<file path="config.mk">
export PLATFORM = sky130hd
export DESIGN_NAME = sbst_lane
export DESIGN_NICKNAME = d
export VERILOG_FILES = /design/src/sbst_pkg.sv /design/src/sbst_lane.sv
export SDC_FILE = /design/constraint.sdc
export NUM_CORES = 1
export LEC_CHECK = 0
export BUFFER_PORTS_ARGS = -buffer_cell sky130_fd_sc_hd__buf_2
export CORE_ASPECT_RATIO = 1.4
export CORE_MARGIN = 2
export CORE_UTILIZATION = 55
export CTS_CLUSTER_SIZE = 16
export DETAILED_ROUTE_END_ITERATION = 16
export HOLD_SLACK_MARGIN = 0.1
export PLACE_DENSITY = 0.79
export SLEW_MARGIN = 20
export SYNTH_ARGS = -nofsm -noshare
export SYNTH_HDL_FRONTEND = slang
export SYNTH_SLANG_ARGS = --single-unit
</file>
<file path="constraint.sdc">
create_clock -name clk -period 7.8 [get_ports clk]
set_clock_uncertainty 0.2 [all_clocks]
set_input_delay 0.78 -clock clk [delete_from_list [all_inputs] [get_ports clk]]
set_output_delay 0.78 -clock clk [all_outputs]
set_load 0.005 [all_outputs]
</file>
<file path="src/sbst_pkg.sv">
`default_nettype none

package sbst_pkg;

  // Coordinate width of every point and box field.
  localparam int unsigned CoordWidth = 16;
  // Differences of two coordinates need one more bit.
  localparam int unsigned DiffWidth = CoordWidth + 1;
  // Width of a cross product of a numerator and a denominator.
  localparam int unsigned ProdWidth = 2 * DiffWidth;

  localparam int unsigned NumAxes = 3;
  localparam int unsigned AxisX = 0;
  localparam int unsigned AxisY = 1;
  localparam int unsigned AxisZ = 2;

  localparam int unsigned DimWidth = 2;
  localparam logic [DimWidth-1:0] DimTwo = 2'd2;
  localparam logic [DimWidth-1:0] DimCountReset = 2'd3;

  // Ordered pairs of distinct axes: the entry bound of one axis is checked
  // against the exit bound of the other.
  localparam int unsigned NumPairs = NumAxes * (NumAxes - 1);
  localparam int unsigned PairEntry [NumPairs] = '{0, 0, 1, 1, 2, 2};
  localparam int unsigned PairExit  [NumPairs] = '{1, 2, 0, 2, 0, 1};

  // What one lane found for its axis. The entry and exit parameters share the
  // denominator den, which is always positive when the lane is active.
  typedef struct packed {
    logic                        active;
    logic                        ok;
    logic signed [DiffWidth-1:0] nmin;
    logic signed [DiffWidth-1:0] nmax;
    logic [CoordWidth-1:0]       den;
  } lane_t;

endpackage

`default_nettype wire

</file>
<file path="src/sbst_lane.sv">
`default_nettype none

module sbst_lane import sbst_pkg::*; (
  input  wire logic                         clk,
  input  wire logic                         en,
  input  wire logic                         axis_on,
  input  wire logic signed [CoordWidth-1:0] s,
  input  wire logic signed [CoordWidth-1:0] e,
  input  wire logic signed [CoordWidth-1:0] lo,
  input  wire logic signed [CoordWidth-1:0] hi,
  output lane_t                             res
);

  logic signed [DiffWidth-1:0] d;
  logic signed [DiffWidth-1:0] hi_s;
  logic signed [DiffWidth-1:0] s_lo;
  logic signed [DiffWidth-1:0] mag;
  logic signed [DiffWidth-1:0] den_s;
  logic                        d_pos;
  logic                        d_zero;
  logic                        miss;
  lane_t                       res_next;

  always_comb begin
    d    = $signed({e[CoordWidth-1], e}) - $signed({s[CoordWidth-1], s});
    hi_s = $signed({hi[CoordWidth-1], hi}) - $signed({s[CoordWidth-1], s});
    s_lo = $signed({s[CoordWidth-1], s}) - $signed({lo[CoordWidth-1], lo});
    d_zero = (d == '0);
    d_pos  = !d[DiffWidth-1] && !d_zero;
    mag    = d[DiffWidth-1] ? -d : d;
    // A segment parallel to this axis misses when its start lies outside.
    miss   = hi_s[DiffWidth-1] || s_lo[DiffWidth-1];

    res_next.den  = mag[CoordWidth-1:0];
    res_next.nmin = d_pos ? -s_lo : -hi_s;
    res_next.nmax = d_pos ? hi_s : s_lo;
    den_s = $signed({1'b0, res_next.den});

    res_next.active = axis_on && !d_zero;
    if (!axis_on) begin
      res_next.ok = 1'b1;
    end else if (d_zero) begin
      res_next.ok = !miss;
    end else begin
      res_next.ok = (res_next.nmin <= res_next.nmax) && (res_next.nmin <= den_s)
                    && !res_next.nmax[DiffWidth-1];
    end
  end

  always_ff @(posedge clk) begin
    if (en) begin
      res <= res_next;
    end
  end

endmodule

`default_nettype wire

</file>
==> results.ini, run 1 <==
[worst_setup_path]
crit_type = in -> reg
crit_slowest_cell = a21oi_4
worstSetupEndpointType = flop
cp-start-kind = input port
worstSetupStartpoint = s[6]
path_cells = buf_2 -> inv_1 -> ha_1 -> a21o_1 -> a221o_1 -> and3_4 -> a311oi_4 -> o22a_1 -> a21boi_0 -> a21oi_4 -> buf_4 -> mux2i_1 -> ha_1 -> a21o_1 -> a21oi_1 -> o21bai_1 -> a21oi_1 -> a21oi_1 -> or2_2 -> and3b_1 -> a311oi_2 -> o31ai_2
crit_top_cell = a21oi_1
required_ns = 7.64
path_max_fanout = 36
cp-endpoint = res[50]
critical_path.max_stage_delay_ns = 0.80
crit_arrival_ns = 6.29

[drt]
drt_iter0_markers = 294
first_pass_iters = 5
drt_wl_total_mm = 17.3
ant_nets = 0
viasPerCell = 5.79
via_count = 6100
wire_per_inst_um = 16.5
drcViolationCount = 0

[timing]
slew_viol_final = 0
finalCriticalPeriod_ns = 6.45
max_freq_mhz = 155
setup_viol = 0
fin_setup_tns_ns = 0
period_share_pct = 82.7
rsz0062_at_grt = no
hold_viol = 0
tightestPinTransition_ns = 0.935
maxSlewHeadroom_pct = 37.6

[synthesis]
synthAdderAreaFrac_pct = 16.6
synth_top_cell_area_share_pct = 23.4
yosysSeqAreaShare_pct = 23.4
ys_top_cells_by_area = edfxtp_1, ha_1, xnor2_1
synth_xor_xnor_area_share_pct = 10.1
ys.flop_type = edfxtp_1
async_flop_share_pct = 0
synth-simple-area-share_pct = 19.1
synth_area_leader_cell = edfxtp_1
synth.area.mux_share_pct = 3.73
yosysWarnings = 0
synth_fp_nets = 950
synth-seq-cells = 52
synth_compound_area_share_pct = 20.4
ys_types = 76
synth_top_family_by_area = compound AO/OA/AOI/OAI gates
syn_inst = 797
synth_edf_count = 52
synth_area_mm2 = 0.00667
synth_area_per_cell_um2 = 8.37

[layout]
largest_reg_flops = 52
layout_common_cells = buf_2, inv_1, ha_1, nor2_1, a21oi_1
reg_top3 = res: 52 flops
fill_cells = 1070
fin_area_mm2 = 0.00752
n_antenna_cell = 0
syn2layout_area_growth_pct = 12.7
final_cells = 1054
final_common_cell = buf_2
nets = 1059
drive_gt1_share_pct = 17.2
regMostFlops = res

[die]
die_height_um = 134
die_w_um = 97.1
core_mm2 = 0.0118
start_util_pct = 56.5
num_io_pins = 119
dieArea_mm2 = 0.0130
rows = 47

[global_routing]
grt_max_degree = 53
grt_pass1_wl_mm = 27.9
first_global_vias = 5809
overflow = 0
antenna_found_initial = 0
grt_use_total_pct = 26.4

[place]
place.gp.congestion = 0.987
dpl_cell_area_mm2 = 0.00738
portBuffers = 118
dp_hpwl_mm = 14.8
dp.cells = 1046

[power]
power.density_mw_per_mm2 = 196
leakage_nw = 3.49
p_total_mw = 1.47
max-vdd-ir-drop_v = 0.0000933

[clocking]
cts_setup_buffers = 0
post_cts_hold_buffer_count = 0
root_buffer = clkbuf_16
cts_sinks = 52
htreeDepth = 2
cts-resized-gates = 0
cts_tree = yes
cts_buffers = 5
clk_pin_slew_ns = 0.06
clockBufferDepth = 2

[flow_run]
drv_cap = 0

[worst_hold_path]
hp-class = in -> reg

[outcome]
status = complete, no violations

==> power breakdown <==
group / total, mW / internal (mW) / switching (mW) / leakage (nW)
clock: 0.210 / 0.118 / 0.0920 / 0.0645
combinational: 0.868 / 0.353 / 0.515 / 2.91
sequential: 0.397 / 0.385 / 0.0119 / 0.509
==> worst min-delay path by stage <==
stage,cells past startpoint,startpoint,to
4_1_cts,3,axis_on,res[51]
2_1_floorplan,0,en,res[0]
5_1_grt,3,axis_on,res[51]
3_5_place_dp,3,axis_on,res[51]
6_report,3,axis_on,res[51]
3_3_place_gp,3,axis_on,res[51]
==> cell type report <==
cell class	count	area, um2	share of cell area, %
clock buffers	6	129	1.71
clock inverters	2	11.3	0.150
inverters	93	349	4.64
multi-input cells	633	4670	62.1
repair buffers	121	616	8.18
well taps	147	184	2.45
flip-flops and latches	52	1560	20.8
==> critical path: cells and delay by family <==
kind / cells / cell delay, ns
compound gates: 13 / 3.00
fa+ha+maj: 2 / 0.76
buf+inv: 3 / 0.60
simple gates: 3 / 0.67
mux: 1 / 0.46
==> cells by family (layout without fill, tap and decap cells) <==
family                     Yosys count  after routing
and+or+nand+nor                    245            245
AOI/OAI and AO/OA                  201            201
buffers and inverters              112            222
adders and majority gates           87             87
xor gates and xnor gates            77             77
DFF                                 52             52
muxes                               23             23
==> layer usage <==
layer / up-vias / GRT usage [%] / routed length, um
li1: 3109 / - / -
met1: 2747 / 31.5 / 7260
met2: 205 / 46.9 / 8470
met3: 39 / 1.98 / 727
met4: 0 / 14.6 / 876
met5: - / 0 / 0
==> Yosys cell counts (6+ instances only) <==
cell type  number
o2111ai_1       7
nand2_1        45
nand4_1         9
or2_2           8
edfxtp_1       52
and2_1          9
mux2i_1        17
and3_1          8
nand3_1        25
nand2b_1       11
inv_1          93
o211ai_1        7
clkbuf_1       11
a21oi_1        58
nor3_1         24
a211oi_1        8
o21a_1         11
nor2_1         61
xnor2_1        52
ha_1           83
a31oi_1         6
o21ai_0        36
or3_1          11
a21o_1         21
xor2_1         25
nor4_1          7
==> metrics by stage <==
step | hold WS, ns | utilization [%] | setup slack [ns]
after floorplan | 0.692 | - | 2.06
after global placement | 0.915 | 62.4 | 1.24
after detailed placement | 0.913 | 62.4 | 1.13
after CTS | 0.616 | 63.6 | 1.42
after global routing | 0.686 | 63.6 | 0.983
final | 0.619 | 63.6 | 1.35
Note: power is estimated with default switching activity, not from simulation.
==> run 2, diff against run 1 <==
--- a/config.mk
+++ b/config.mk
@@ -5,6 +5,7 @@
 export SDC_FILE = /design/constraint.sdc
 export NUM_CORES = 1
 export LEC_CHECK = 0
+export ABC_AREA = 1
 export BUFFER_PORTS_ARGS = -buffer_cell sky130_fd_sc_hd__buf_2
 export CORE_ASPECT_RATIO = 1.4
 export CORE_MARGIN = 2
@@ -12,7 +13,7 @@
 export CTS_CLUSTER_SIZE = 16
 export DETAILED_ROUTE_END_ITERATION = 16
 export HOLD_SLACK_MARGIN = 0.1
-export PLACE_DENSITY = 0.79
+export PLACE_DENSITY = 0.78
 export SLEW_MARGIN = 20
 export SYNTH_ARGS = -nofsm -noshare
 export SYNTH_HDL_FRONTEND = slang
==> constraint.sdc (replaced) <==
create_clock -name clk -period 6.5 [get_ports clk]
set_clock_uncertainty 0.2 [all_clocks]
set_input_delay 0.65 -clock clk [delete_from_list [all_inputs] [get_ports clk]]
set_output_delay 0.65 -clock clk [all_outputs]
set_load 0.005 [all_outputs]
==> results.ini, run 2 <==
[outcome]
status = complete, no violations

[worst_setup_path]
path_max_fanout = 53
worstSetupEndpointType = flop
required_ns = 6.34
crit_arrival_ns = 5.02
cp-start-kind = input port
crit_type = in -> reg

[timing]
holdWs_ns = 0.466
rsz0062_at_grt = no
maxSlewHeadroom_pct = 51.0
max_freq_mhz = 193
fin_setup_tns_ns = 0
slew_viol_final = 0
period_share_pct = 79.6
setup_viol = 0
setup_slack_ns = 1.33
finalCriticalPeriod_ns = 5.17
tightestPinTransition_ns = 0.729
hold_viol = 0

[global_routing]
grt_use_total_pct = 26.5
grt_pass1_wl_mm = 28.7
overflow = 0
first_global_vias = 6341
grt_max_degree = 54
antenna_found_initial = 0

[synthesis]
yosysSeqAreaShare_pct = 22.5
synth_top_cell_area_share_pct = 22.5
yosysMostFrequentCell = nand2_1
ys_top_cells_by_area = edfxtp_1, nand2_1, ha_1
synth_fp_nets = 1209
async_flop_share_pct = 0
ys_types = 44
synth_edf_count = 52
synth_area_leader_cell = edfxtp_1
synth-seq-cells = 52
synth_area_per_cell_um2 = 6.57
yosysWarnings = 0
synth_area_mm2 = 0.00694
syn_inst = 1056
ys.flop_type = edfxtp_1
synth_common_cells = nand2_1, inv_1, ha_1

[layout]
reg_top3 = res: 52 flops
syn2layout_area_growth_pct = 12.8
fill_cells = 1215
regMostFlops = res
drive_gt1_share_pct = 15.8
ff_latch_area_mm2 = 0.00156
nets = 1326
final_common_cell = nand2_1
multiInputGateArea_mm2 = 0.00451
n_antenna_cell = 0
layout_common_cells = nand2_1, inv_1, buf_2, ha_1, nor2_1
largest_reg_flops = 52

[worst_hold_path]
hp-class = in -> reg
min_to = res[51]
holdPathStages = 3
hp-start = axis_on

[power]
leakage_nw = 4.38
power_switching_mw = 0.781
p_seq_share_pct = 27.2
power.density_mw_per_mm2 = 224
switching_share_pct = 44.4
max-vdd-ir-drop_v = 0.000118
clockPowerShare_pct = 14.6
combPwrFrac_pct = 58.2
p_int_mw = 0.977

[drt]
drt_iter0_markers = 304
ant_nets = 0
first_pass_iters = 5
via_count = 6907
wire_per_inst_um = 13.4
viasPerCell = 5.22
drcViolationCount = 0
drt_wl_total_mm = 17.8

[die]
num_io_pins = 119
start_util_pct = 56.4
rows = 48
dieArea_mm2 = 0.0135
die_w_um = 98.9
die_height_um = 137
core_mm2 = 0.0123

[clocking]
post_cts_hold_buffer_count = 0
htreeDepth = 2
cts_setup_buffers = 0
cts_tree = yes
clockBufferDepth = 2
cts_buffers = 5
root_buffer = clkbuf_16
cts_sinks = 52
cts-resized-gates = 0
clk_pin_slew_ns = 0.06

[place]
dp_hpwl_mm = 15.6
place.gp.congestion = 0.924
portBuffers = 118
pre_cts_slack_ns = 1.02

[flow_run]
drv_cap = 0

## run 2: cell count changes after synthesis, moves of 10 or more
cell and delta:
inv_1 +118, mux2i_1 -15, a21o_1 -21, nand2_1 +265, or3_1 -11, xnor2_1 -45
nand2b_1 -11, inv_2 +11, nand2_2 +14, nor3_1 -14, nand3_1 +38, nor2_1 +12
nand3b_1 +10
## run 2: cells by family after synthesis
group	after synthesis	share of synthesized area (%)
AND/OR/NAND/NOR	529	34.0
buffers and inverters	230	12.6
AO/OA/AOI/OAI	119	9.61
adder cells (fa/ha/maj)	86	15.8
flip-flops	52	22.5
XOR/XNOR	38	5.23
multiplexers	2	0.288
## run 2: per-stage QoR
step / std cells / power (mW) / cell area [um2] / util, %
finish: 1324 / 1.76 / 7830 / 63.6
floorplan: 1056 / 1.20 / 6940 / -
CTS: 1324 / 1.76 / 7830 / 63.6
global route: 1324 / 1.92 / 7830 / 63.6
detailed placement: 1316 / 1.50 / 7680 / 62.4
global placement: 1316 / 1.48 / 7680 / 62.4
## run 2: power groups by stage
stage          combinational (mW)  clock, mW  sequential [mW]
3_3_place_gp                0.993          0            0.487
6_report                     1.02      0.256            0.479
4_1_cts                      1.02      0.260            0.481
2_1_floorplan               0.704          0            0.499
3_5_place_dp                 1.02          0            0.488
5_1_grt                      1.17      0.271            0.484
## run 2: per-layer routing
layer  GRT usage [%]  share of wire (%)  up-vias  wire length [um]
li1                -                  -     3602                 -
met1            32.5                 42     3046              7400
met2            46.3                 49      217              8700
met3            1.28                4.4       42               781
met4            14.6                5.1        0               916
met5               0                  0        -                 0
## run 2: critical path: stages
cell      delay, ns
buf_2          0.12
ha_1           0.21
fa_1           0.38
inv_1          0.11
nand3_1        0.11
nand2_2        0.11
nand3_1        0.08
nand3_1        0.10
nand2_1        0.07
nand4_1        0.08
nand2_1        0.24
inv_2          0.28
nand2_8        0.21
inv_1          0.38
nand2_1        0.09
o22ai_1        0.29
ha_1           0.31
a21oi_1        0.15
o21ai_0        0.09
a221oi_1       0.29
nor2_1         0.07
a211oi_1       0.24
nand3_1        0.11
nand2_1        0.07
nand2_1        0.05
nand2_1        0.05
nand2_1        0.04
## run 2: worst max-delay path by stage
| stage | from | end | slack, ns | depth (start not counted) |
|---|---|---|---|---|
| after global routing | s[0] | res[50] | 0.81 | 27 |
| final | s[0] | res[50] | 1.33 | 27 |
| after global placement | s[0] | res[50] | 1.14 | 27 |
| after floorplan | e[0] | res[50] | 1.71 | 29 |
| after CTS | s[0] | res[50] | 1.32 | 27 |
| after detailed placement | s[0] | res[50] | 1.02 | 27 |
## run 2: layout make-up
cell class | count | area share [%]
clock buffers | 5 | 1.60
clock inverters | 3 | 0.288
inverters | 222 | 10.6
multi-input cells | 774 | 57.6
flip-flops and latches | 52 | 19.9
well taps | 150 | 2.40
repair buffers | 118 | 7.58
==> run 3, diff against run 2 <==
--- a/config.mk
+++ b/config.mk
@@ -9,11 +9,11 @@
 export BUFFER_PORTS_ARGS = -buffer_cell sky130_fd_sc_hd__buf_2
 export CORE_ASPECT_RATIO = 1.4
 export CORE_MARGIN = 2
-export CORE_UTILIZATION = 55
+export CORE_UTILIZATION = 53
 export CTS_CLUSTER_SIZE = 16
 export DETAILED_ROUTE_END_ITERATION = 16
 export HOLD_SLACK_MARGIN = 0.1
-export PLACE_DENSITY = 0.78
+export PLACE_DENSITY = 0.79
 export SLEW_MARGIN = 20
 export SYNTH_ARGS = -nofsm -noshare
 export SYNTH_HDL_FRONTEND = slang
==> constraint.sdc (replaced) <==
create_clock -name clk -period 4.3 [get_ports clk]
set_clock_uncertainty 0.2 [all_clocks]
set_input_delay 0.43 -clock clk [delete_from_list [all_inputs] [get_ports clk]]
set_output_delay 0.43 -clock clk [all_outputs]
set_load 0.005 [all_outputs]
==> results.ini, run 3 (synthesized netlist as in run 2, its figures left out) <==
[outcome]
status = finished, violations left
violations = negative setup slack

[layout]
n_antenna_cell = 0
syn2layout_area_growth_pct = 43.2
regMostFlops = res
layout_common_cells = nand2_1, buf_4, inv_1, buf_2, ha_1
fill_cells = 903
reg_top3 = res: 52 flops
drive_gt1_share_pct = 33.4
fin_area_mm2 = 0.00994
largest_reg_flops = 52
utilization_pct = 77.5
final_common_cell = nand2_1
nets = 1541

[power]
clockPowerShare_pct = 12.6
power_switching_mw = 1.42
p_total_mw = 3.40
combPwrFrac_pct = 66.2
switching_share_pct = 41.8
p_seq_share_pct = 21.3
leakage_nw = 5.47
p_int_mw = 1.98
max-vdd-ir-drop_v = 0.000212
power.density_mw_per_mm2 = 343

[clocking]
htreeDepth = 2
cts_tree = yes
cts_sinks = 52
clk_pin_slew_ns = 0.06
cts_buffers = 5
root_buffer = clkbuf_16
clockBufferDepth = 2
post_cts_hold_buffer_count = 0

[place]
portBuffers = 118
dpl_cell_area_mm2 = 0.00906
pre_cts_slack_ns = -0.522
place.gp.congestion = 0.948
dp_hpwl_mm = 16.5

[global_routing]
grt_max_degree = 53
grt_pass1_wl_mm = 32.2
gr-usage-met1_pct = 32.5
top_usage_layer = met2
grt_util_met3_pct = 1.96
grt_use_total_pct = 28.5
globalRouteMet2Util_pct = 51.9
first_global_vias = 7205
overflow = 0
antenna_found_initial = 0

[worst_hold_path]
min_to = res[51]
hp-class = in -> reg
holdPathStages = 3
hp-start = axis_on

[timing]
period_share_pct = 106
hold_viol = 0
maxSlewHeadroom_pct = 30.1
slew_viol_final = 0
rsz0062_at_grt = yes
setup_slack_ns = -0.279
max_freq_mhz = 218
setup_viol = 1
finalCriticalPeriod_ns = 4.58
tightestPinTransition_ns = 1.05

[worst_setup_path]
worstSetupEndpointType = flop
critical_path.max_stage_delay_ns = 0.36
cp-start-kind = input port
path_max_fanout = 4
crit_arrival_ns = 4.42
required_ns = 4.14
crit_top_cell = nand2_1
crit_slowest_cell = xor2_1
crit_type = in -> reg

[drt]
first_pass_iters = 7
drt_wl_total_mm = 22.4
viasPerCell = 5.29
via_count = 8164
drt_iter0_markers = 582
ant_nets = 0
wire_per_inst_um = 14.5
drcViolationCount = 0

[die]
rows = 49
dieArea_mm2 = 0.0140
num_io_pins = 119
die_height_um = 139
core_mm2 = 0.0128
start_util_pct = 54.2
die_w_um = 101

[flow_run]
drv_cap = 0

==> run 3: changes by cell type in the layout (fill, tap and decap cells not counted), sizes merged <==
cell / change
clkinvlp: +2
inv: -3
clkbuf: +2
bufinv: +1
buf: +213
==> run 3: worst max path at each step <==
stage	slack, ns	cells past startpoint	endpoint	from
detailed placement	-0.52	32	res[50]	s[0]
finish	-0.28	31	res[50]	s[5]
CTS	-0.04	33	res[50]	hi[0]
floorplan	-0.004	32	res[50]	hi[0]
global placement	-0.36	32	res[50]	s[0]
global route	-0.47	29	res[50]	s[5]
==> run 3: critical path: cells and delay by family <==
family	cells	cell delay (ns)
and+or+nand+nor	15	1.56
buffers and inverters	7	0.63
AOI/OAI and AO/OA	6	0.79
adders and majority gates	2	0.63
xor gates and xnor gates	1	0.36
==> run 3: timing repair <==
item | 4_1_cts | 5_1_grt
resized for setup | 33 | 67
pin swaps | 22 | 46
endpoints found under the hold margin | 0 | 0
buffers inserted | 20 | 15
gates cloned | 1 | 1
endpoints found under the setup margin | 1 | 1
==> run 3: metrics by stage <==
| stage | hold slack (ns) | setup TNS, ns | cells |
|---|---|---|---|
| 3_5_place_dp | 0.531 | -0.522 | 1497 |
| 5_1_grt | 0.249 | -0.473 | 1542 |
| 2_1_floorplan | 0.342 | -0.00384 | 1056 |
| 6_report | 0.242 | -0.279 | 1542 |
| 4_1_cts | 0.238 | -0.0371 | 1526 |
| 3_3_place_gp | 0.530 | -0.358 | 1497 |
==> run 3: final cells by class <==
| type | count | area, um2 | share of cell area (%) |
|---|---|---|---|
| inverter | 222 | 845 | 8.50 |
| timing repair inverter | 1 | 7.51 | 0.0756 |
| timing repair buffer | 332 | 2290 | 23.0 |
| multi-input combinational | 774 | 4880 | 49.1 |
| sequential | 52 | 1560 | 15.7 |
| tap | 153 | 191 | 1.93 |
| clock inverter | 2 | 35.0 | 0.353 |
| clock buffer | 6 | 129 | 1.30 |
==> run 3: layer usage <==
metal / up-vias / wire [um] / part of all wire, %
met5: - / 0 / 0
met4: 0 / 1360 / 6.1
met3: 96 / 1230 / 5.5
met2: 382 / 11400 / 51
met1: 3643 / 8450 / 38
li1: 4043 / - / -
==> run 3: power groups by stage <==
stage,sequential [mW],clock (mW),combinational (mW)
4_1_cts,0.725,0.432,2.02
6_report,0.724,0.428,2.25
3_5_place_dp,0.736,0,1.93
5_1_grt,0.734,0.453,2.46
2_1_floorplan,0.754,0,1.08
3_3_place_gp,0.734,0,1.88
